[src/design/lla_pkg.sv]
// ----------------------------------------------------------------------------
// lla_pkg: shared types and constants for log-average luminance
// Beat types, back-end state codes and the fixed-point constants
// of the ln and exp datapaths.
// ----------------------------------------------------------------------------
package lla_pkg;

  typedef struct packed {
    logic [15:0] red_sample;
    logic [15:0] green_sample;
    logic [15:0] blue_sample;
    logic        frame_last;
  } pix_t;

  typedef struct packed {
    logic [15:0] average_luminance;
    logic        saturated;
  } res_t;

  // normalized luminance + 1: mantissa in Q1.30, exponent floor(log2 x)
  typedef struct packed {
    logic [30:0] z;
    logic [4:0]  e;
    logic        last;
  } norm_t;

  typedef enum logic [3:0] {
    ST_IDLE,
    ST_SQ,
    ST_LNMUL,
    ST_ACC,
    ST_LAST,
    ST_DIV,
    ST_EXPMUL,
    ST_EXPCHK,
    ST_PROD,
    ST_RND,
    ST_OUT
  } state_e;

  localparam logic [15:0] WEIGHT_R  = 16'd13933;
  localparam logic [15:0] WEIGHT_G  = 16'd46871;
  localparam logic [15:0] WEIGHT_B  = 16'd4732;
  localparam logic [16:0] LN2_Q16   = 17'd45426;
  localparam logic [17:0] LOG2E_Q16 = 18'd94548;

  function automatic logic [63:0] isqrt64(input logic [63:0] val);
    logic [63:0] v;
    logic [63:0] res;
    logic [63:0] b;
    v   = val;
    res = '0;
    b   = 64'd1 << 62;
    for (int n = 0; n < 32; n++) begin
      if (v >= res + b) begin
        v   = v - (res + b);
        res = (res >> 1) + b;
      end else begin
        res = res >> 1;
      end
      b = b >> 2;
    end
    return res;
  endfunction

  // 2^(2^-idx) in Q1.30, each one the truncated sqrt of the one before
  function automatic logic [31:0] exp_root(input int idx);
    logic [63:0] r;
    r = isqrt64(64'd1 << 61);
    for (int n = 1; n < idx; n++) begin
      r = isqrt64(r << 30);
    end
    return r[31:0];
  endfunction

  localparam logic [31:0] EXP_ROOT [16] = '{
    exp_root(1),  exp_root(2),  exp_root(3),  exp_root(4),
    exp_root(5),  exp_root(6),  exp_root(7),  exp_root(8),
    exp_root(9),  exp_root(10), exp_root(11), exp_root(12),
    exp_root(13), exp_root(14), exp_root(15), exp_root(16)
  };

endpackage

[src/design/lla_queue.sv]
// ----------------------------------------------------------------------------
// lla_queue: two-entry queue between front and back
// Lets the intake keep going while the back end iterates.
// ----------------------------------------------------------------------------
module lla_queue import lla_pkg::*; (
  input  logic  clk_i,
  input  logic  rst_ni,
  input  norm_t wdata_i,
  input  logic  wr_i,
  output logic  full_o,
  output norm_t rdata_o,
  input  logic  rd_i,
  output logic  empty_o
);

  norm_t       mem_q [2];
  logic        wp_q, rp_q;
  logic [1:0]  cnt_q;

  assign full_o  = cnt_q[1];
  assign empty_o = (cnt_q == 2'd0);
  assign rdata_o = mem_q[rp_q];

  always_ff @(posedge clk_i or negedge rst_ni) begin
    if (!rst_ni) begin
      wp_q  <= 1'b0;
      rp_q  <= 1'b0;
      cnt_q <= 2'd0;
    end else begin
      if (wr_i) wp_q <= !wp_q;
      if (rd_i) rp_q <= !rp_q;
      cnt_q <= cnt_q + {1'b0, wr_i} - {1'b0, rd_i};
    end
  end

  always_ff @(posedge clk_i) begin
    if (wr_i) mem_q[wp_q] <= wdata_i;
  end

endmodule

[config.mk]
export PLATFORM = sky130hd
export DESIGN_NAME = lla_queue
export DESIGN_NICKNAME = d
export VERILOG_FILES = /design/src/design/lla_pkg.sv /design/src/design/lla_queue.sv
export SDC_FILE = /design/constraint.sdc
export NUM_CORES = 1
export LEC_CHECK = 0
export ABC_AREA = 1
export ABC_CLOCK_PERIOD_IN_PS = 3700
export BUFFER_PORTS_ARGS = -buffer_cell sky130_fd_sc_hd__buf_2
export CORE_ASPECT_RATIO = 1.1
export CORE_MARGIN = 4
export CORE_UTILIZATION = 42
export CTS_BUF_LIST = sky130_fd_sc_hd__clkbuf_8
export DETAILED_ROUTE_END_ITERATION = 10
export GPL_TIMING_DRIVEN = 0
export PLACE_DENSITY = 0.66
export SLEW_MARGIN = 20
export SYNTH_ARGS = -nofsm -noshare
export SYNTH_HDL_FRONTEND = slang
export SYNTH_SLANG_ARGS = --single-unit
[constraint.sdc]
create_clock -name clk_i -period 3.7 [get_ports clk_i]
set_input_delay 0.74 -clock clk_i [delete_from_list [all_inputs] [get_ports clk_i]]
set_output_delay 0.74 -clock clk_i [all_outputs]
set_load 0.03 [all_outputs]
# After elaboration in Yosys (flattened, before gate mapping)
# Memory sizes are Yosys's and may differ from the RTL's.
# Index checks and enable logic that the tools add are counted.
[totals]
reg_bits = 4
ram_bits = 74
input_bits = 41
output_inout_bits = 39
elab_cells = 11
n_memories = 1
[classes]
n_addsub = 2
n_mux = 2
reduce_logical = 3
[memory_table]
columns = ["name", "depth", "word_bits", "rd", "rd_ports_with_merged_regs", "wr", "line_no", "rtl"]
rows = [
  ["mem_q", 2, 37, 1, 0, 1, "lla_queue.sv:16", "norm_t mem_q [2];"],
]
[ops]
columns = ["cell", "n"]
rows = [
  ["2-bit by 1-bit adder with 2-bit output", 1],
  ["1-bit zero test", 2],
  ["2-bit zero test", 1],
  ["1-bit two-way mux", 2],
  ["2-bit by 1-bit subtractor with 2-bit output", 1],
]

# Logic depth before layout (Yosys ltp)
[logic_depth]
depth_word = 2
ltp_mapped = 7
ltp_nobuf = 7

# Worst setup path after synthesis
# Ideal clock, no wire load.
[synth_timing]
path_kind = "in2reg"
from = "input port wr_i"
to = "memory mem_q[0][0] (netlist bit), enable pin"
setup_ns = 0.432
arrival_ns = 2.338
required_ns = 3.268
path_slack_ns = 0.930
stages = 2
n_path_buf = 0
cell_sequence = "inv_1 -> nor2_1"
[synth_between]
elab_chain_cells = 2
[synth_rtl]
columns = ["element", "line_no", "rtl"]
rows = [
  ["start: declaration", "lla_queue.sv:9", "input logic wr_i,"],
  ["1-bit two-way mux", "lla_queue.sv:37", "if (wr_i) mem_q[wp_q] <= wdata_i;"],
  ["1-bit two-way mux (not written as such)", "lla_queue.sv:37", ""],
  ["end: declaration", "lla_queue.sv:16", ""],
]
# Every way passes these cells.

==> flow_metrics.tcl <==
set metrics [dict create \
    status "finished, final reports clean" \
    cp_cell_sequence "clkbuf_1, o21ai_0, buf_2" \
    synth_top_area_frac 0.751 \
    ys_ff_latch 78 \
    total_power_mw 3.22 \
    ctsResizeCount 0 \
    hpwl_mm 3.76 \
    nFillCells 564 \
    leakage_nw 1.65 \
    routed_wl_mm 5.66 \
    rr_worst_depth 2 \
    fin_skew_ns 0.00623 \
    critPathSlowestCell "dfrtp_1" \
    drv_slew 0 \
    cts_tree "done" \
    wl_per_cell_um 14.3 \
    cts_root_buf "clkbuf_8" \
    synth_top_area_cell "edfxtp_1" \
    path_max_fanout 10 \
    finalHoldViolations 0 \
    grt_usage 0.138 \
    syn_area_per_cell_um2 13.6 \
    n_antenna_cell 0 \
    cp-start-kind "register" \
    synth_area_um2 2960 \
    clkTransAtPathRegs_ns 0.07 \
    fin_ws_ns 1.45 \
    grt_pass1_wl_mm 8.40 \
    fin_cells 396 \
    layout.nets 352 \
    synthesis.nets 260 \
    worstSetupEndpointType "primary output" \
    cts_hold_buf 0 \
    tightest_slew_ns 0.542 \
    clk_latency_ns 0.34 \
    post_cts_buffers 0 \
    grt.busiest_layer "met2" \
    cts.sinks 78 \
    vias_per_cell 4.56 \
    postLayoutCellArea_um2 3760 \
    antenna_found_initial 0 \
    syn2layout_area_growth_pct 27.0 \
    cp.required_ns 2.96 \
    dp_slack_ns 1.75 \
    met1_usage 0.155 \
    die_area_um2 8460 \
    die_width_um 88.0 \
    drtIter0Drc 44 \
    critical_path_class "reg2out" \
    relSlewSlack 0.638 \
    ios 80 \
    grt_pass1_vias 1742 \
    grt_max_degree 24 \
    cap_viol_max_count 0 \
    critPathLaunch "rp_q" \
    met2_usage 0.241 \
    period_needed_ns 2.25 \
    grtUsageMet3 0.0325 \
    setup_viol 0 \
    synthTopCellsByArea "edfxtp_1 (75%), inv_1 (5.6%), nand2_1 (5.5%), o21ai_0 (4.1%), dfrtp_1 (3.4%)" \
    synth_cell_types 13 \
    worstReg2RegEnd "mem_q[0][3]" \
    routabilityCongestion 0.734 \
    max_freq_mhz 445 \
    fin_crit_sh 0.608 \
    placed_cell_area_um2 3520 \
    cts_max_path_buffers 2 \
    initial_core_util 0.441 \
    dp.cells 380 \
    cts_buffers 9 \
    ant_nets 0 \
    drc 0 \
    synth_seq_area_share 0.784 \
    power.density_nw_per_um2 857 \
    r2r_setup_slack_ns 2.26 \
    cts.htree.levels 3 \
    yosys_warnings 0 \
    final_layout_size_suffix_gt1_frac 0.331 \
    grt_remaining_overflow 0 \
    firstDrtPassIters 4 \
    max_stage_delay_ns 0.40 \
    rsz0062_at_grt "false" \
    syn_inst 217 \
    peakVddDrop_uv 444 \
    coreArea_um2 6710 \
    die_h_um 96.1 \
    vias 1806 \
    hp-class "in2async" \
    numPortBuffers 79 \
    row_count 31 \
    reg2reg_from "wp_q" \
    critPathArrivalTime_ns 1.51 \
]
==> kinds of logic after synthesis <==
| family | share of synthesized area |
|---|---|
| XOR/XNOR | 0.00592 |
| adder cells (fa/ha/maj) | 0.00845 |
| flip-flops | 0.784 |
| buffers and inverters | 0.0799 |
| AO/OA/AOI/OAI | 0.0626 |
| AND/OR/NAND/NOR | 0.0587 |
==> metrics by stage <==
stage | setup TNS, ns | hold WS [ns] | util
floorplan | 0 | 0.444 | -
global placement | -6.76 | 0.476 | 0.515
detailed placement | 0 | 0.539 | 0.525
CTS | 0 | 0.178 | 0.560
global route | 0 | 0.173 | 0.560
finish | 0 | 0.197 | 0.560
==> synthesized netlist by cell type, drive strengths merged <==
| cell type | count |
|---|---|
| nand2 | 43 |
| ha | 2 |
| buf | 6 |
| edfxtp | 74 |
| nor2 | 2 |
| inv | 44 |
| xor2 | 2 |
| nand3 | 1 |
| dfrtp | 4 |
| clkbuf | 2 |
| o21ai | 37 |
==> area by class of cell <==
type | count | area [um^2] | area share
Clock inverter | 7 | 114 | 0.0303
Tap cell | 82 | 103 | 0.0273
Clock buffer | 9 | 124 | 0.0330
Timing Repair Buffer | 81 | 450 | 0.120
Buffer | 8 | 71.3 | 0.0190
Inverter | 44 | 165 | 0.0439
Multi-Input combinational cell | 87 | 409 | 0.109
Sequential cell | 78 | 2320 | 0.618
==> registers in the layout, indices dropped and copies added, names as in the netlist <==
register / cells
mem_q: 74
cnt_q: 2
rp_q: 1
wp_q: 1
==> how the worst max path moves through the flow <==
stage	end	slack, ns	depth (start not counted)
final	rdata_o[9]	1.45	3
after floorplan	mem_q[0][0]	0.93	2
after detailed placement	mem_q[0][27]	1.75	4
after global placement	mem_q[0][21]	-0.18	3
after global routing	rdata_o[9]	1.31	3
after CTS	rdata_o[9]	1.38	3
==> worst max-delay path, delay by kind of cell (launching register included) <==
family	cells	cell delay [ns]
flip-flops	1	0.40
AO/OA/AOI/OAI	1	0.28
buffers and inverters	2	0.48
==> cells in the final DEF (no fill, tap or decap), types with 3 or more instances in the layout <==
master and instances:
buf_2 79, buf_6 5, bufinv_16 3, clkbuf_8 9, dfrtp_1 4, edfxtp_1 74, inv_1 44, nand2_1 43
o21ai_0 24, o21ai_1 13
==> power breakdown <==
group          leakage [nW]  total [mW]  switching, mW  internal (mW)
Combinational         0.789        1.25          0.891          0.362
Sequential            0.742        1.23         0.0541           1.17
Clock                 0.117       0.742          0.297          0.444
Total                  1.65        3.22           1.24           1.98
==> routing by layer <==
layer  part of all wire  vias up
met5                  0        -
met2               0.52       47
met1               0.41      838
met3              0.046       11
li1                   -      910
met4              0.024        0
(Power assumes the default switching activity.)
