--- src/design/lla_pkg.sv ---
// ----------------------------------------------------------------------------
// lla_pkg: shared types and constants for log-average luminance
// Beat types, back-end state codes and the fixed-point constants
// of the ln and exp datapaths.
// ----------------------------------------------------------------------------
package lla_pkg;

  typedef struct packed {
    logic [15:0] red_sample;
    logic [15:0] green_sample;
    logic [15:0] blue_sample;
    logic        frame_last;
  } pix_t;

  typedef struct packed {
    logic [15:0] average_luminance;
    logic        saturated;
  } res_t;

  // normalized luminance + 1: mantissa in Q1.30, exponent floor(log2 x)
  typedef struct packed {
    logic [30:0] z;
    logic [4:0]  e;
    logic        last;
  } norm_t;

  typedef enum logic [3:0] {
    ST_IDLE,
    ST_SQ,
    ST_LNMUL,
    ST_ACC,
    ST_LAST,
    ST_DIV,
    ST_EXPMUL,
    ST_EXPCHK,
    ST_PROD,
    ST_RND,
    ST_OUT
  } state_e;

  localparam logic [15:0] WEIGHT_R  = 16'd13933;
  localparam logic [15:0] WEIGHT_G  = 16'd46871;
  localparam logic [15:0] WEIGHT_B  = 16'd4732;
  localparam logic [16:0] LN2_Q16   = 17'd45426;
  localparam logic [17:0] LOG2E_Q16 = 18'd94548;

  function automatic logic [63:0] isqrt64(input logic [63:0] val);
    logic [63:0] v;
    logic [63:0] res;
    logic [63:0] b;
    v   = val;
    res = '0;
    b   = 64'd1 << 62;
    for (int n = 0; n < 32; n++) begin
      if (v >= res + b) begin
        v   = v - (res + b);
        res = (res >> 1) + b;
      end else begin
        res = res >> 1;
      end
      b = b >> 2;
    end
    return res;
  endfunction

  // 2^(2^-idx) in Q1.30, each one the truncated sqrt of the one before
  function automatic logic [31:0] exp_root(input int idx);
    logic [63:0] r;
    r = isqrt64(64'd1 << 61);
    for (int n = 1; n < idx; n++) begin
      r = isqrt64(r << 30);
    end
    return r[31:0];
  endfunction

  localparam logic [31:0] EXP_ROOT [16] = '{
    exp_root(1),  exp_root(2),  exp_root(3),  exp_root(4),
    exp_root(5),  exp_root(6),  exp_root(7),  exp_root(8),
    exp_root(9),  exp_root(10), exp_root(11), exp_root(12),
    exp_root(13), exp_root(14), exp_root(15), exp_root(16)
  };

endpackage

--- src/design/lla_front.sv ---
// ----------------------------------------------------------------------------
// lla_front: pixel intake
// Registers the Rec.709 luminance of each pixel, then normalizes it
// into mantissa and exponent on the way into the queue.
// ----------------------------------------------------------------------------
module lla_front import lla_pkg::*; #(
  parameter int CHANNEL_BITS = 16
) (
  input  logic  clk_i,
  input  logic  rst_ni,
  input  pix_t  pix_i,
  input  logic  push_i,
  output logic  full_o,
  output norm_t norm_o,
  output logic  norm_push_o,
  input  logic  norm_full_i
);

  localparam int SH = CHANNEL_BITS - 8;
  localparam logic [15:0] CMASK =
    (CHANNEL_BITS >= 16) ? 16'hFFFF : 16'((64'd1 << CHANNEL_BITS) - 64'd1);

  logic        vld_q, vld_d;
  logic [26:0] x_q;
  logic        last_q;
  logic        take;
  logic [33:0] lum;
  logic [4:0]  msb;

  function automatic logic [33:0] weigh(input logic [15:0] ch, input logic [15:0] w);
    logic [31:0] p;
    logic [32:0] t;
    p = (ch & CMASK) * w;
    t = ({p, 1'b0} >> SH) + 33'd1;
    return {2'b00, t[32:1]};
  endfunction

  assign full_o      = vld_q && norm_full_i;
  assign take        = push_i && !full_o;
  assign norm_push_o = vld_q && !norm_full_i;

  always_comb begin
    lum   = weigh(pix_i.red_sample, WEIGHT_R) + weigh(pix_i.green_sample, WEIGHT_G)
          + weigh(pix_i.blue_sample, WEIGHT_B);
    vld_d = take || (vld_q && norm_full_i);
  end

  always_comb begin
    msb = '0;
    for (int n = 0; n < 27; n++) begin
      if (x_q[n]) msb = 5'(n);
    end
    norm_o.e    = msb;
    norm_o.z    = 31'({4'b0, x_q} << (5'd30 - msb));
    norm_o.last = last_q;
  end

  always_ff @(posedge clk_i or negedge rst_ni) begin
    if (!rst_ni) begin
      vld_q <= 1'b0;
    end else begin
      vld_q <= vld_d;
    end
  end

  always_ff @(posedge clk_i) begin
    if (take) begin
      x_q    <= 27'(lum + 34'd1);
      last_q <= pix_i.frame_last;
    end
  end

endmodule

--- config.mk ---
export PLATFORM = sky130hd
export DESIGN_NAME = lla_front
export DESIGN_NICKNAME = d
export VERILOG_FILES = /design/src/design/lla_pkg.sv /design/src/design/lla_front.sv
export SDC_FILE = /design/constraint.sdc
export NUM_CORES = 1
export LEC_CHECK = 0
export ABC_CLOCK_PERIOD_IN_PS = 4900
export BUFFER_PORTS_ARGS = -buffer_cell sky130_fd_sc_hd__buf_2
export CAP_MARGIN = 20
export CORE_MARGIN = 2
export CORE_UTILIZATION = 31
export DETAILED_ROUTE_END_ITERATION = 12
export PLACE_DENSITY = 0.56
export SYNTH_ARGS = -nofsm -noshare
export SYNTH_HDL_FRONTEND = slang
export SYNTH_SLANG_ARGS = --single-unit
--- constraint.sdc ---
create_clock -name clk_i -period 4.9 [get_ports clk_i]
set_input_delay 0.245 -clock clk_i [delete_from_list [all_inputs] [get_ports clk_i]]
set_output_delay 0.245 -clock clk_i [all_outputs]
set_load 0.05 [all_outputs]
Word-level counts from Yosys, hierarchy flattened. Index checks and enable logic that the tools add are counted.

Flip-flop bits (word level): 29. Bits in latches: 0. RAM bits: 0. Bits in read-only memories: 0. Input port bits: 53. Output and inout port bits: 39. Word-level logic and storage cells: 46. Memories kept: 0.

Add/sub/neg operators: 7. Multiply operators: 3. Divide/modulo/power cells: 0. $lt $le $gt $ge: 0. Equal/unequal tests: 0. Shifts and indexed selects: 1. Mux-type cells: 26. Bitwise operators: 0. Reductions and logical operators: 6.

Operator list (number): $mux W5 (20); $mul A16 B16 Y32 const B (1); $shl A27 B5 Y31 (1); $mul A16 B14 Y30 const B (1); $add A26 B22 Y27 (1); $add A27 B1 Y27 const B (1); $mul A16 B11 Y27 const B (1); $add A23 B25 Y26 (1); $add A25 B1 Y26 const B (1); $add A23 B1 Y24 const B (1); $add A22 B1 Y23 const B (1); $mux W3 (3); $sub A5 B5 Y5 const A (1); $mux W2 (2); $logic_and A1 B1 Y1 (3); $logic_not A1 Y1 (2); $logic_or A1 B1 Y1 (1); $mux W1 (1).

Longest topological paths before layout. Gate-level depths: netlist of the first run.

Word-level depth: 28. Gate-level depth with buffers: 37. Mapped depth without buffers: 37.

Worst setup path before layout of the first run. OpenSTA, ideal clock, no wires.

Path kind: input port to flip-flop. Start: in pix_i[22] (netlist bit). End: reg x_q[18], data pin. Library setup time: 0.259 ns. Data arrival time: 8.211 ns. Required time: 4.641 ns. Slack: -3.570 ns. Cell stages on the path: 32. Buffers on the path: 1. Cells stage by stage: ha_1 inv_1 fa_1 fa_1 inv_1 fa_1 fa_1 inv_1 fa_1 inv_1 ha_1 clkbuf_1 and4_1 nand4_1 o21ai_0 or3_1 xor2_1 and4_1 nand2_1 or2_2 a21bo_2 o311ai_0 xnor2_1 fa_1 inv_1 ha_1 or3_1 a2111oi_0 o21ai_0 a21o_1 a21oi_1 xnor2_1.

Word-level cells in the longest chain between the ends: 5.

Ends and longest elaborated chain: start, declared (line lla_front.sv:11) `input pix_t pix_i,`; $mul A16 B16 Y32 (line lla_front.sv:33) `p = (ch & CMASK) * w;`; $add A25 B1 Y26 (line lla_front.sv:34) `t = ({p, 1'b0} >> SH) + 33'd1;`; $add A23 B25 Y26 (line lla_front.sv:43) `lum = weigh(pix_i.red_sample, WEIGHT_R) + weigh(pix_i.green_sample, WEIGHT_G)`; $add A26 B22 Y27 (line lla_front.sv:44) `+ weigh(pix_i.blue_sample, WEIGHT_B);`; $add A27 B1 Y27 (line lla_front.sv:68) `x_q <= 27'(lum + 34'd1);`; end signal, assigned (line lla_front.sv:68); end, declared (line lla_front.sv:24) `logic [26:0] x_q;`.

Every way passes these cells. A chain may end at the register's enable or synchronous reset.

Worst setup path after layout of the first run.
Start: in pix_i[22] (netlist bit). End: reg x_q[24], data pin.

Same word-level chain as after synthesis.

==> flow_metrics.env, run 1 <==
export IMPL_synth_compound_area_share_pct=12.3
export IMPL_slew_headroom_pct=59.3
export IMPL_avgViaCountPerCell=4.76
export IMPL_grt_pass1_vias=17900
export IMPL_cpMaxStageDelayCell="fa_1"
export IMPL_timing_critical_path_buf_inv=8
export IMPL_synth_avg_cell_area_sq_um=9.01
export IMPL_synth_simple_area_share_pct=11.1
export IMPL_run_status="finished with violations"
export IMPL_num_vias=16900
export IMPL_cts_buffers_inserted=3
export IMPL_ff2ff_setup_slack_ps=3530
export IMPL_multiInputGateArea_sq_um=18500
export IMPL_wl_microns=51700
export IMPL_worst_hold_path_endpoint="last_q$_DFFE_PP_"
export IMPL_start_util_pct=31.2
export IMPL_drc=0
export IMPL_setup_viol=25
export IMPL_clock_skew_ps=9.86
export IMPL_rsz0062_at_grt="yes"
export IMPL_ctsRootBufferMaster="clkbuf_16"
export IMPL_muxShareOfSynthArea_pct=3.80
export IMPL_synth_xor_area_share_pct=7.36
export IMPL_grt_max_degree=33
export IMPL_hold_class="in2reg"
export IMPL_violations="negative setup slack"
export IMPL_diodes=0
export IMPL_drt_initial_drc_count=665
export IMPL_synthAdderAreaFrac_pct=50.8
export IMPL_holdCritStartpoint="pix_i[0]"
export IMPL_hold_depth=1
export IMPL_cts_clk_slew_worst_paths_ps=80
export IMPL_finalCritPeriodShare_pct=156
export IMPL_synth_seq_cells=28
export IMPL_ys_warn_count=0
export IMPL_syn_inst=2127
export IMPL_port_buffers=91
export IMPL_routedWlPerCell_microns=14.6
export IMPL_synth_distinct_cells=95
export IMPL_gr_total_overflow=0
export IMPL_grtUsageTotal_pct=16.5
export IMPL_syn_to_final_growth_pct=42.6
export IMPL_clock_path_buffers=2
export IMPL_grt_pass1_wl_microns=87900
export IMPL_synth_top_family_by_area="adder cells"
export IMPL_rows=91
export IMPL_worst_endpoint_arrival_ps=7650
export IMPL_htree_levels=1
export IMPL_clkLatencyLatePin_ps=270
export IMPL_antenna_found_initial=0
export IMPL_synth_seq_area_share_pct=4.36
export IMPL_fmaxAchievable_mhz=131
export IMPL_fin_crit_ps=7630
export IMPL_cp_end_kind="flip-flop"
export IMPL_max_stage_delay_ps=520
export IMPL_cts_num_sinks=28
export IMPL_coreArea_sq_um=61400
export IMPL_post_dp_cell_area_sq_um=25300
export IMPL_dieHeight_microns=253
export IMPL_postRouteAntennaNets=0
export IMPL_final_fill_count=5845
export IMPL_gp_congestion=0.885
export IMPL_hpwlAfterDp_microns=45500
export IMPL_synth_ff_type="edfxtp_1"
export IMPL_fin_area_sq_um=27300
export IMPL_final_hold_violation_count=0
export IMPL_holdWs_ps=156
export IMPL_syn_nets=2797
export IMPL_r2r_start="vld_q$_DFF_PN0_"
export IMPL_timing_rr_end="x_q[9]$_DFFE_PP_"
export IMPL_path_class="in2reg"
export IMPL_synth_edff_count=27
export IMPL_required_ps=4920
export IMPL_crit_path_frequent_cell="fa_1"
export IMPL_seq_area_sq_um=836
export IMPL_timing_final_ws_setup_ps=-2730
export IMPL_synth_area_sq_um=19200
export IMPL_r2r_cells=3
export IMPL_startpoint_type="input port"
export IMPL_max_cap_violations=0
export IMPL_max_slew_worst_pin_slew_ps=606
export IMPL_crit_family="adder cells"
export IMPL_synthArstFlopShare_pct=3.57
export IMPL_dieArea_sq_um=63800
export IMPL_cts_tree="done"
export IMPL_slew_violations=0
export IMPL_fin_nets=3428
export IMPL_final_layout_size_suffix_gt1_share_pct=37.4
export IMPL_cp_max_fo=6
export IMPL_drt_pre_antenna_iters=5
export IMPL_die_w_microns=253
export IMPL_ios=92
## how the worst max path moves through the flow
stage	from	endpoint	slack, ps	depth (start not counted)
after detailed placement	pix_i[22]	x_q[25]$_DFFE_PP_	-3430	34
after floorplan	pix_i[23]	x_q[25]$_DFFE_PP_	-2810	36
after global routing	pix_i[22]	x_q[25]$_DFFE_PP_	-3030	36
final	pix_i[22]	x_q[24]$_DFFE_PP_	-2730	34
after CTS	pix_i[22]	x_q[25]$_DFFE_PP_	-2780	36
after global placement	pix_i[21]	x_q[18]$_DFFE_PP_	-3320	33
## metal layers
| metal | wire length (microns) | part of all wire (%) | track usage (%) |
|---|---|---|---|
| met1 | 24400 | 47 | 23.0 |
| met2 | 25600 | 50 | 29.3 |
| met3 | 1280 | 2.5 | 0.711 |
| met4 | 412 | 0.80 | 1.56 |
| met5 | 0 | 0 | 0 |
## timing repair
action	CTS	global route
gates resized for setup	225	89
endpoints found under the setup margin	25	33
pin swaps	155	79
hold buffers	1	0
buffers inserted	41	13
hold endpoints to repair	1	0
## sequential cells by signal (all words and copies together), names as in the netlist
name    cells
x_q        26
last_q      1
vld_q       1
## stage by stage
stage / TNS (ps) / std cells / setup WS [ps] / util [%]
3_5_place_dp: -61970 / 3494 / -3430 / 41.2
3_3_place_gp: -60420 / 3494 / -3320 / 41.2
2_1_floorplan: -45440 / 2127 / -2810 / -
6_report: -48540 / 3547 / -2730 / 44.5
4_1_cts: -47300 / 3535 / -2780 / 43.7
5_1_grt: -54470 / 3547 / -3030 / 44.5
## final cells by class
| type | instances | share of cell area, % |
|---|---|---|
| Sequential cell | 28 | 3.06 |
| Tap cell | 790 | 3.62 |
| Clock buffer | 3 | 0.275 |
| Timing Repair Buffer | 678 | 18.8 |
| Multi-Input combinational cell | 1576 | 67.7 |
| Clock inverter | 1 | 0.110 |
| Inverter | 471 | 6.47 |
## synth_stat cells, types with 5 or more instances
library cell / instances / share of area [%]
inv_1: 470 / 9.2
ha_1: 350 / 23
fa_1: 267 / 28
nor2_1: 104 / 2.0
xnor2_1: 95 / 4.3
nand2_1: 81 / 1.6
o21ai_0: 67 / 1.7
xor2_1: 66 / 3.0
a21oi_1: 65 / 1.7
clkbuf_1: 44 / 0.86
nand3_1: 44 / 1.1
nor3_1: 40 / 1.0
a21o_1: 27 / 1.1
edfxtp_1: 27 / 4.2
o21a_1: 25 / 0.98
and3_1: 22 / 0.72
mux2i_1: 21 / 1.1
mux4_2: 21 / 2.5
o211ai_1: 20 / 0.78
a211oi_1: 17 / 0.67
nand4_1: 17 / 0.55
nor2b_1: 17 / 0.55
and2_1: 14 / 0.46
or3_1: 12 / 0.39
nand2b_1: 11 / 0.36
nor4_1: 10 / 0.33
a31oi_1: 8 / 0.26
o31ai_1: 8 / 0.31
o22ai_1: 7 / 0.23
or2_2: 7 / 0.23
a211o_1: 6 / 0.27
and4_1: 6 / 0.27
o311ai_0: 6 / 0.27
nand3b_1: 5 / 0.20
nor3b_1: 5 / 0.20
## cells in the final DEF, fill, tap and decap left out, drive strengths merged, types with 18 or more instances in the layout
| master | instances |
|---|---|
| a21oi | 66 |
| mux4 | 21 |
| a211oi | 18 |
| buf | 675 |
| a21o | 27 |
| nand3 | 44 |
| mux2i | 21 |
| inv | 471 |
| o21a | 25 |
| o211ai | 20 |
| xnor2 | 95 |
| edfxtp | 27 |
| and3 | 23 |
| ha | 350 |
| fa | 267 |
| o21ai | 68 |
| nand2 | 81 |
| nor2 | 104 |
| xor2 | 66 |
| nor3 | 40 |
## logic make-up (layout without fill, tap and decap cells)
| group | after synthesis | count (layout) |
|---|---|---|
| AOI/OAI and AO/OA | 335 | 335 |
| xor gates and xnor gates | 161 | 161 |
| adders and majority gates | 618 | 618 |
| buffers and inverters | 523 | 1153 |
| DFF | 28 | 28 |
| muxes | 46 | 46 |
| and+or+nand+nor | 416 | 416 |
Power of run 1 is left out: the tool's default activity adds up to more than one toggle a clock period on the data nets, which glitch-free logic cannot reach.
==> run 2: changes to the inputs <==
- CORE_UTILIZATION: 31 -> 35
- PLACE_DENSITY: 0.56 -> 0.6
==> flow_metrics.env, run 2 (same netlist as run 1, synthesis figures left out) <==
export IMPL_run_status="finished with violations"
export IMPL_violations="negative setup slack"
export IMPL_fin_crit_ps=7750
export IMPL_worst_endpoint_arrival_ps=7780
export IMPL_coreArea_sq_um=54000
export IMPL_num_vias=17100
export IMPL_fin_nets=3439
export IMPL_layout_commonest_cell="buf_4"
export IMPL_max_cap_violations=0
export IMPL_dieArea_sq_um=56700
export IMPL_fmaxAchievable_mhz=129
export IMPL_largest_reg_flops=26
export IMPL_regMostFlops="x_q"
export IMPL_post_dp_cell_area_sq_um=25200
export IMPL_cts_clk_slew_worst_paths_ps=80
export IMPL_required_ps=4930
export IMPL_path_class="in2reg"
export IMPL_clock_path_buffers=2
export IMPL_holdWs_ps=149
export IMPL_largestRegisters="x_q (26), last_q (1), vld_q (1)"
export IMPL_max_stage_delay_ps=560
export IMPL_port_buffers=91
export IMPL_htree_levels=1
export IMPL_routedWlPerCell_microns=15.4
export IMPL_grt_max_degree=33
export IMPL_slew_violations=0
export IMPL_clkLatencyLatePin_ps=280
export IMPL_tns_ps=-49140
export IMPL_antenna_found_initial=0
export IMPL_cts_buffers_inserted=3
export IMPL_startpoint_type="input port"
export IMPL_avgViaCountPerCell=4.94
export IMPL_hold_class="in2reg"
export IMPL_fin_area_sq_um=27700
export IMPL_grt_pass1_vias=18100
export IMPL_timing_final_ws_setup_ps=-2850
export IMPL_final_hold_violation_count=0
export IMPL_ctsRootBufferMaster="clkbuf_16"
export IMPL_slew_headroom_pct=48.2
export IMPL_final_layout_size_suffix_gt1_share_pct=39.2
export IMPL_crit_path_frequent_cell="fa_1"
export IMPL_die_w_microns=238
export IMPL_cp_max_fo=4
export IMPL_postRouteAntennaNets=0
export IMPL_cts_num_sinks=28
export IMPL_rows=85
export IMPL_gp_congestion=0.898
export IMPL_drt_pre_antenna_iters=5
export IMPL_finalCritPeriodShare_pct=158
export IMPL_ios=92
export IMPL_cts_tree="done"
export IMPL_hpwlAfterDp_microns=45300
export IMPL_diodes=0
export IMPL_cp_end_kind="flip-flop"
export IMPL_wl_microns=53300
export IMPL_setup_viol=25
export IMPL_start_util_pct=35.5
export IMPL_final_cell_mix="561 x buf_4, 428 x inv_1, 263 x fa_1, 263 x ha_1, 87 x nor2_1"
export IMPL_grtUsageTotal_pct=18.9
export IMPL_pre_cts_ws_ps=-3500
export IMPL_drt_initial_drc_count=812
export IMPL_dieHeight_microns=238
export IMPL_cpMaxStageDelayCell="fa_1"
export IMPL_rsz0062_at_grt="yes"
export IMPL_clock_skew_ps=9.29
export IMPL_grt_pass1_wl_microns=89100
export IMPL_syn_to_final_growth_pct=44.4
export IMPL_gr_total_overflow=0
export IMPL_max_slew_worst_pin_slew_ps=774
export IMPL_drc=0
run 2: layer usage:
layer	vias up	track usage, %	share of wire [%]
met5	-	0	0
met1	8421	26.3	47
met3	25	1.09	2.8
met2	264	33.5	50
met4	0	1.78	0.73
li1	8403	-	-
run 2: repair_timing:
item / 4_1_cts / 5_1_grt
hold endpoints to repair: 1 / 0
buffers inserted: 44 / 29
setup endpoints to repair: 25 / 27
pin swaps: 153 / 180
hold buffers: 1 / 0
gates resized for setup: 198 / 191
run 2: path summary, 6_finish.rpt:
path | startpoint | to | slack, ps | cells after the start
worst max-delay path | pix_i[27] | x_q[25]$_DFFE_PP_ | -2850 | 34
worst min-delay path | pix_i[0] | last_q$_DFFE_PP_ | 150 | 1
worst max register to register | vld_q$_DFF_PN0_ | x_q[24]$_DFFE_PP_ | 3530 | 3
worst min register to register | vld_q$_DFF_PN0_ | vld_q$_DFF_PN0_ | 650 | 2
max in group asynchronous | rst_ni | vld_q$_DFF_PN0_ | 4560 | 2
min in group asynchronous | rst_ni | vld_q$_DFF_PN0_ | 260 | 2
run 2: area by class of cell:
cell class	count	area [sq um]
tap	696	871
fill	4876	26300
timing repair buffer	689	5260
multi-input combinational	1576	18800
sequential	28	836
inverter	471	1770
clock buffer	3	75.1
clock inverter	1	30.0
run 2: critical path, delay by kind of cell:
family | cells | cell delay [ps]
xor gates and xnor gates | 1 | 180
and+or+nand+nor | 5 | 990
adders and majority gates | 9 | 3410
buffers and inverters | 10 | 900
AOI/OAI and AO/OA | 9 | 2050
run 2: per-stage QoR:
stage               utilization [%]  cells
floorplan                         -   2127
global placement               46.7   3404
detailed placement             46.7   3404
CTS                            49.2   3443
global route                   51.2   3464
finish                         51.2   3464
Power of run 2 is left out for the same reason.
==> run 3: changes to the inputs <==
- CORE_UTILIZATION: 35 -> 50
- PLACE_DENSITY: 0.6 -> 0.77
==> flow_metrics.env, run 3 (same netlist as run 1, synthesis figures left out) <==
export IMPL_cts_clk_slew_worst_paths_ps=80
export IMPL_r2r_start="vld_q$_DFF_PN0_"
export IMPL_clock_skew_ps=8.47
export IMPL_setup_viol=25
export IMPL_drt_initial_drc_count=1440
export IMPL_hold_class="in2reg"
export IMPL_fin_crit_ps=8210
export IMPL_required_ps=4920
export IMPL_port_buffers=91
export IMPL_fin_area_sq_um=26800
export IMPL_cpMaxStageDelayCell="fa_1"
export IMPL_antenna_found_initial=0
export IMPL_violations="negative setup slack"
export IMPL_ios=92
export IMPL_coreArea_sq_um=37700
export IMPL_worst_hold_path_endpoint="last_q$_DFFE_PP_"
export IMPL_slew_headroom_pct=41.3
export IMPL_postRouteAntennaNets=0
export IMPL_final_layout_size_suffix_gt1_share_pct=36.8
export IMPL_syn_to_final_growth_pct=39.7
export IMPL_clkLatencyLatePin_ps=270
export IMPL_fin_nets=3403
export IMPL_rows=71
export IMPL_wl_microns=60200
export IMPL_hold_depth=1
export IMPL_ctsRootBufferMaster="clkbuf_16"
export IMPL_grt_max_degree=29
export IMPL_cp_max_fo=7
export IMPL_place_inst=3192
export IMPL_startpoint_type="input port"
export IMPL_grt_pass1_wl_microns=91300
export IMPL_rsz0062_at_grt="yes"
export IMPL_run_status="finished with violations"
export IMPL_final_hold_violation_count=0
export IMPL_drc=0
export IMPL_ff2ff_setup_slack_ps=3530
export IMPL_timing_final_ws_setup_ps=-3310
export IMPL_regMostFlops="x_q"
export IMPL_r2r_cells=3
export IMPL_fmaxAchievable_mhz=122
export IMPL_fin_util_pct=71.1
export IMPL_cp_end_kind="flip-flop"
export IMPL_routedWlPerCell_microns=18.5
export IMPL_dieHeight_microns=200
export IMPL_gp_congestion=0.917
export IMPL_htree_levels=1
export IMPL_max_stage_delay_ps=590
export IMPL_finalCritPeriodShare_pct=167
export IMPL_die_w_microns=200
export IMPL_grt_pass1_vias=18800
export IMPL_final_fill_count=2551
export IMPL_worst_endpoint_arrival_ps=8230
export IMPL_gr_total_overflow=0
export IMPL_diodes=0
export IMPL_dieArea_sq_um=39900
export IMPL_cts_buffers_inserted=3
export IMPL_timing_rr_end="x_q[10]$_DFFE_PP_"
export IMPL_pre_cts_ws_ps=-3490
export IMPL_post_dp_cell_area_sq_um=24700
export IMPL_largest_reg_flops=26
export IMPL_start_util_pct=50.9
export IMPL_cts_tree="done"
export IMPL_stdcell_count=3243
export IMPL_num_vias=18300
export IMPL_path_class="in2reg"
export IMPL_holdCritStartpoint="pix_i[0]"
export IMPL_slew_violations=0
export IMPL_avgViaCountPerCell=5.66
export IMPL_max_cap_violations=0
export IMPL_drt_pre_antenna_iters=8
export IMPL_cts_num_sinks=28
export IMPL_hpwlAfterDp_microns=44300
export IMPL_layout_commonest_cell="buf_4"
export IMPL_final_cell_mix="538 x buf_4, 440 x inv_1, 273 x ha_1"
export IMPL_largestRegisters="x_q (26), last_q (1), vld_q (1)"
export IMPL_grtUsageTotal_pct=28.2
export IMPL_worstSetupStartpoint="pix_i[28]"
export IMPL_clock_path_buffers=2
export IMPL_max_slew_worst_pin_slew_ps=876
## run 3: cell type report
cell class	count	area, sq um	share of cell area [%]
flip-flops and latches	28	836	3.12
clock buffers	3	75.1	0.280
inverters	471	1770	6.62
clock inverters	1	30.0	0.112
well taps	511	639	2.39
multi-input cells	1576	18500	69.3
repair buffers	653	4870	18.2
## run 3: through the flow
stage	TNS, ps	hold WS, ps
after global routing	-62870	152
final	-59260	155
after CTS	-51390	157
after floorplan	-45440	-50.6
after global placement	-59220	19.6
after detailed placement	-62260	22.1
## run 3: worst max path at each step
stage / cells past startpoint / to
after CTS: 36 / x_q[25]$_DFFE_PP_
after global routing: 34 / x_q[25]$_DFFE_PP_
after floorplan: 36 / x_q[25]$_DFFE_PP_
final: 33 / x_q[25]$_DFFE_PP_
after global placement: 32 / x_q[25]$_DFFE_PP_
after detailed placement: 34 / x_q[25]$_DFFE_PP_
## run 3: timing repair
| item | CTS | global route |
|---|---|---|
| pin swaps | 122 | 113 |
| resized for setup | 174 | 131 |
| setup buffers | 32 | 29 |
| hold buffers | 1 | 0 |
| endpoints found under the hold margin | 1 | 0 |
| endpoints found under the setup margin | 25 | 37 |
## run 3: routing by layer
metal / vias to the layer above / global-route usage, % / part of all wire [%]
met1: 8977 / 36.8 / 40
met3: 231 / 2.97 / 6.2
li1: 8324 / - / -
met5: - / 0 / 0
met2: 811 / 50.6 / 50
met4: 0 / 6.09 / 4.3
## run 3: critical path, delay by kind of cell
kind / cells / cell delay [ps]
fa+ha+maj: 9 / 3630
xor+xnor: 2 / 280
compound gates: 7 / 1690
simple gates: 5 / 1110
buf+inv: 10 / 1220
Power of run 3 is left out for the same reason.
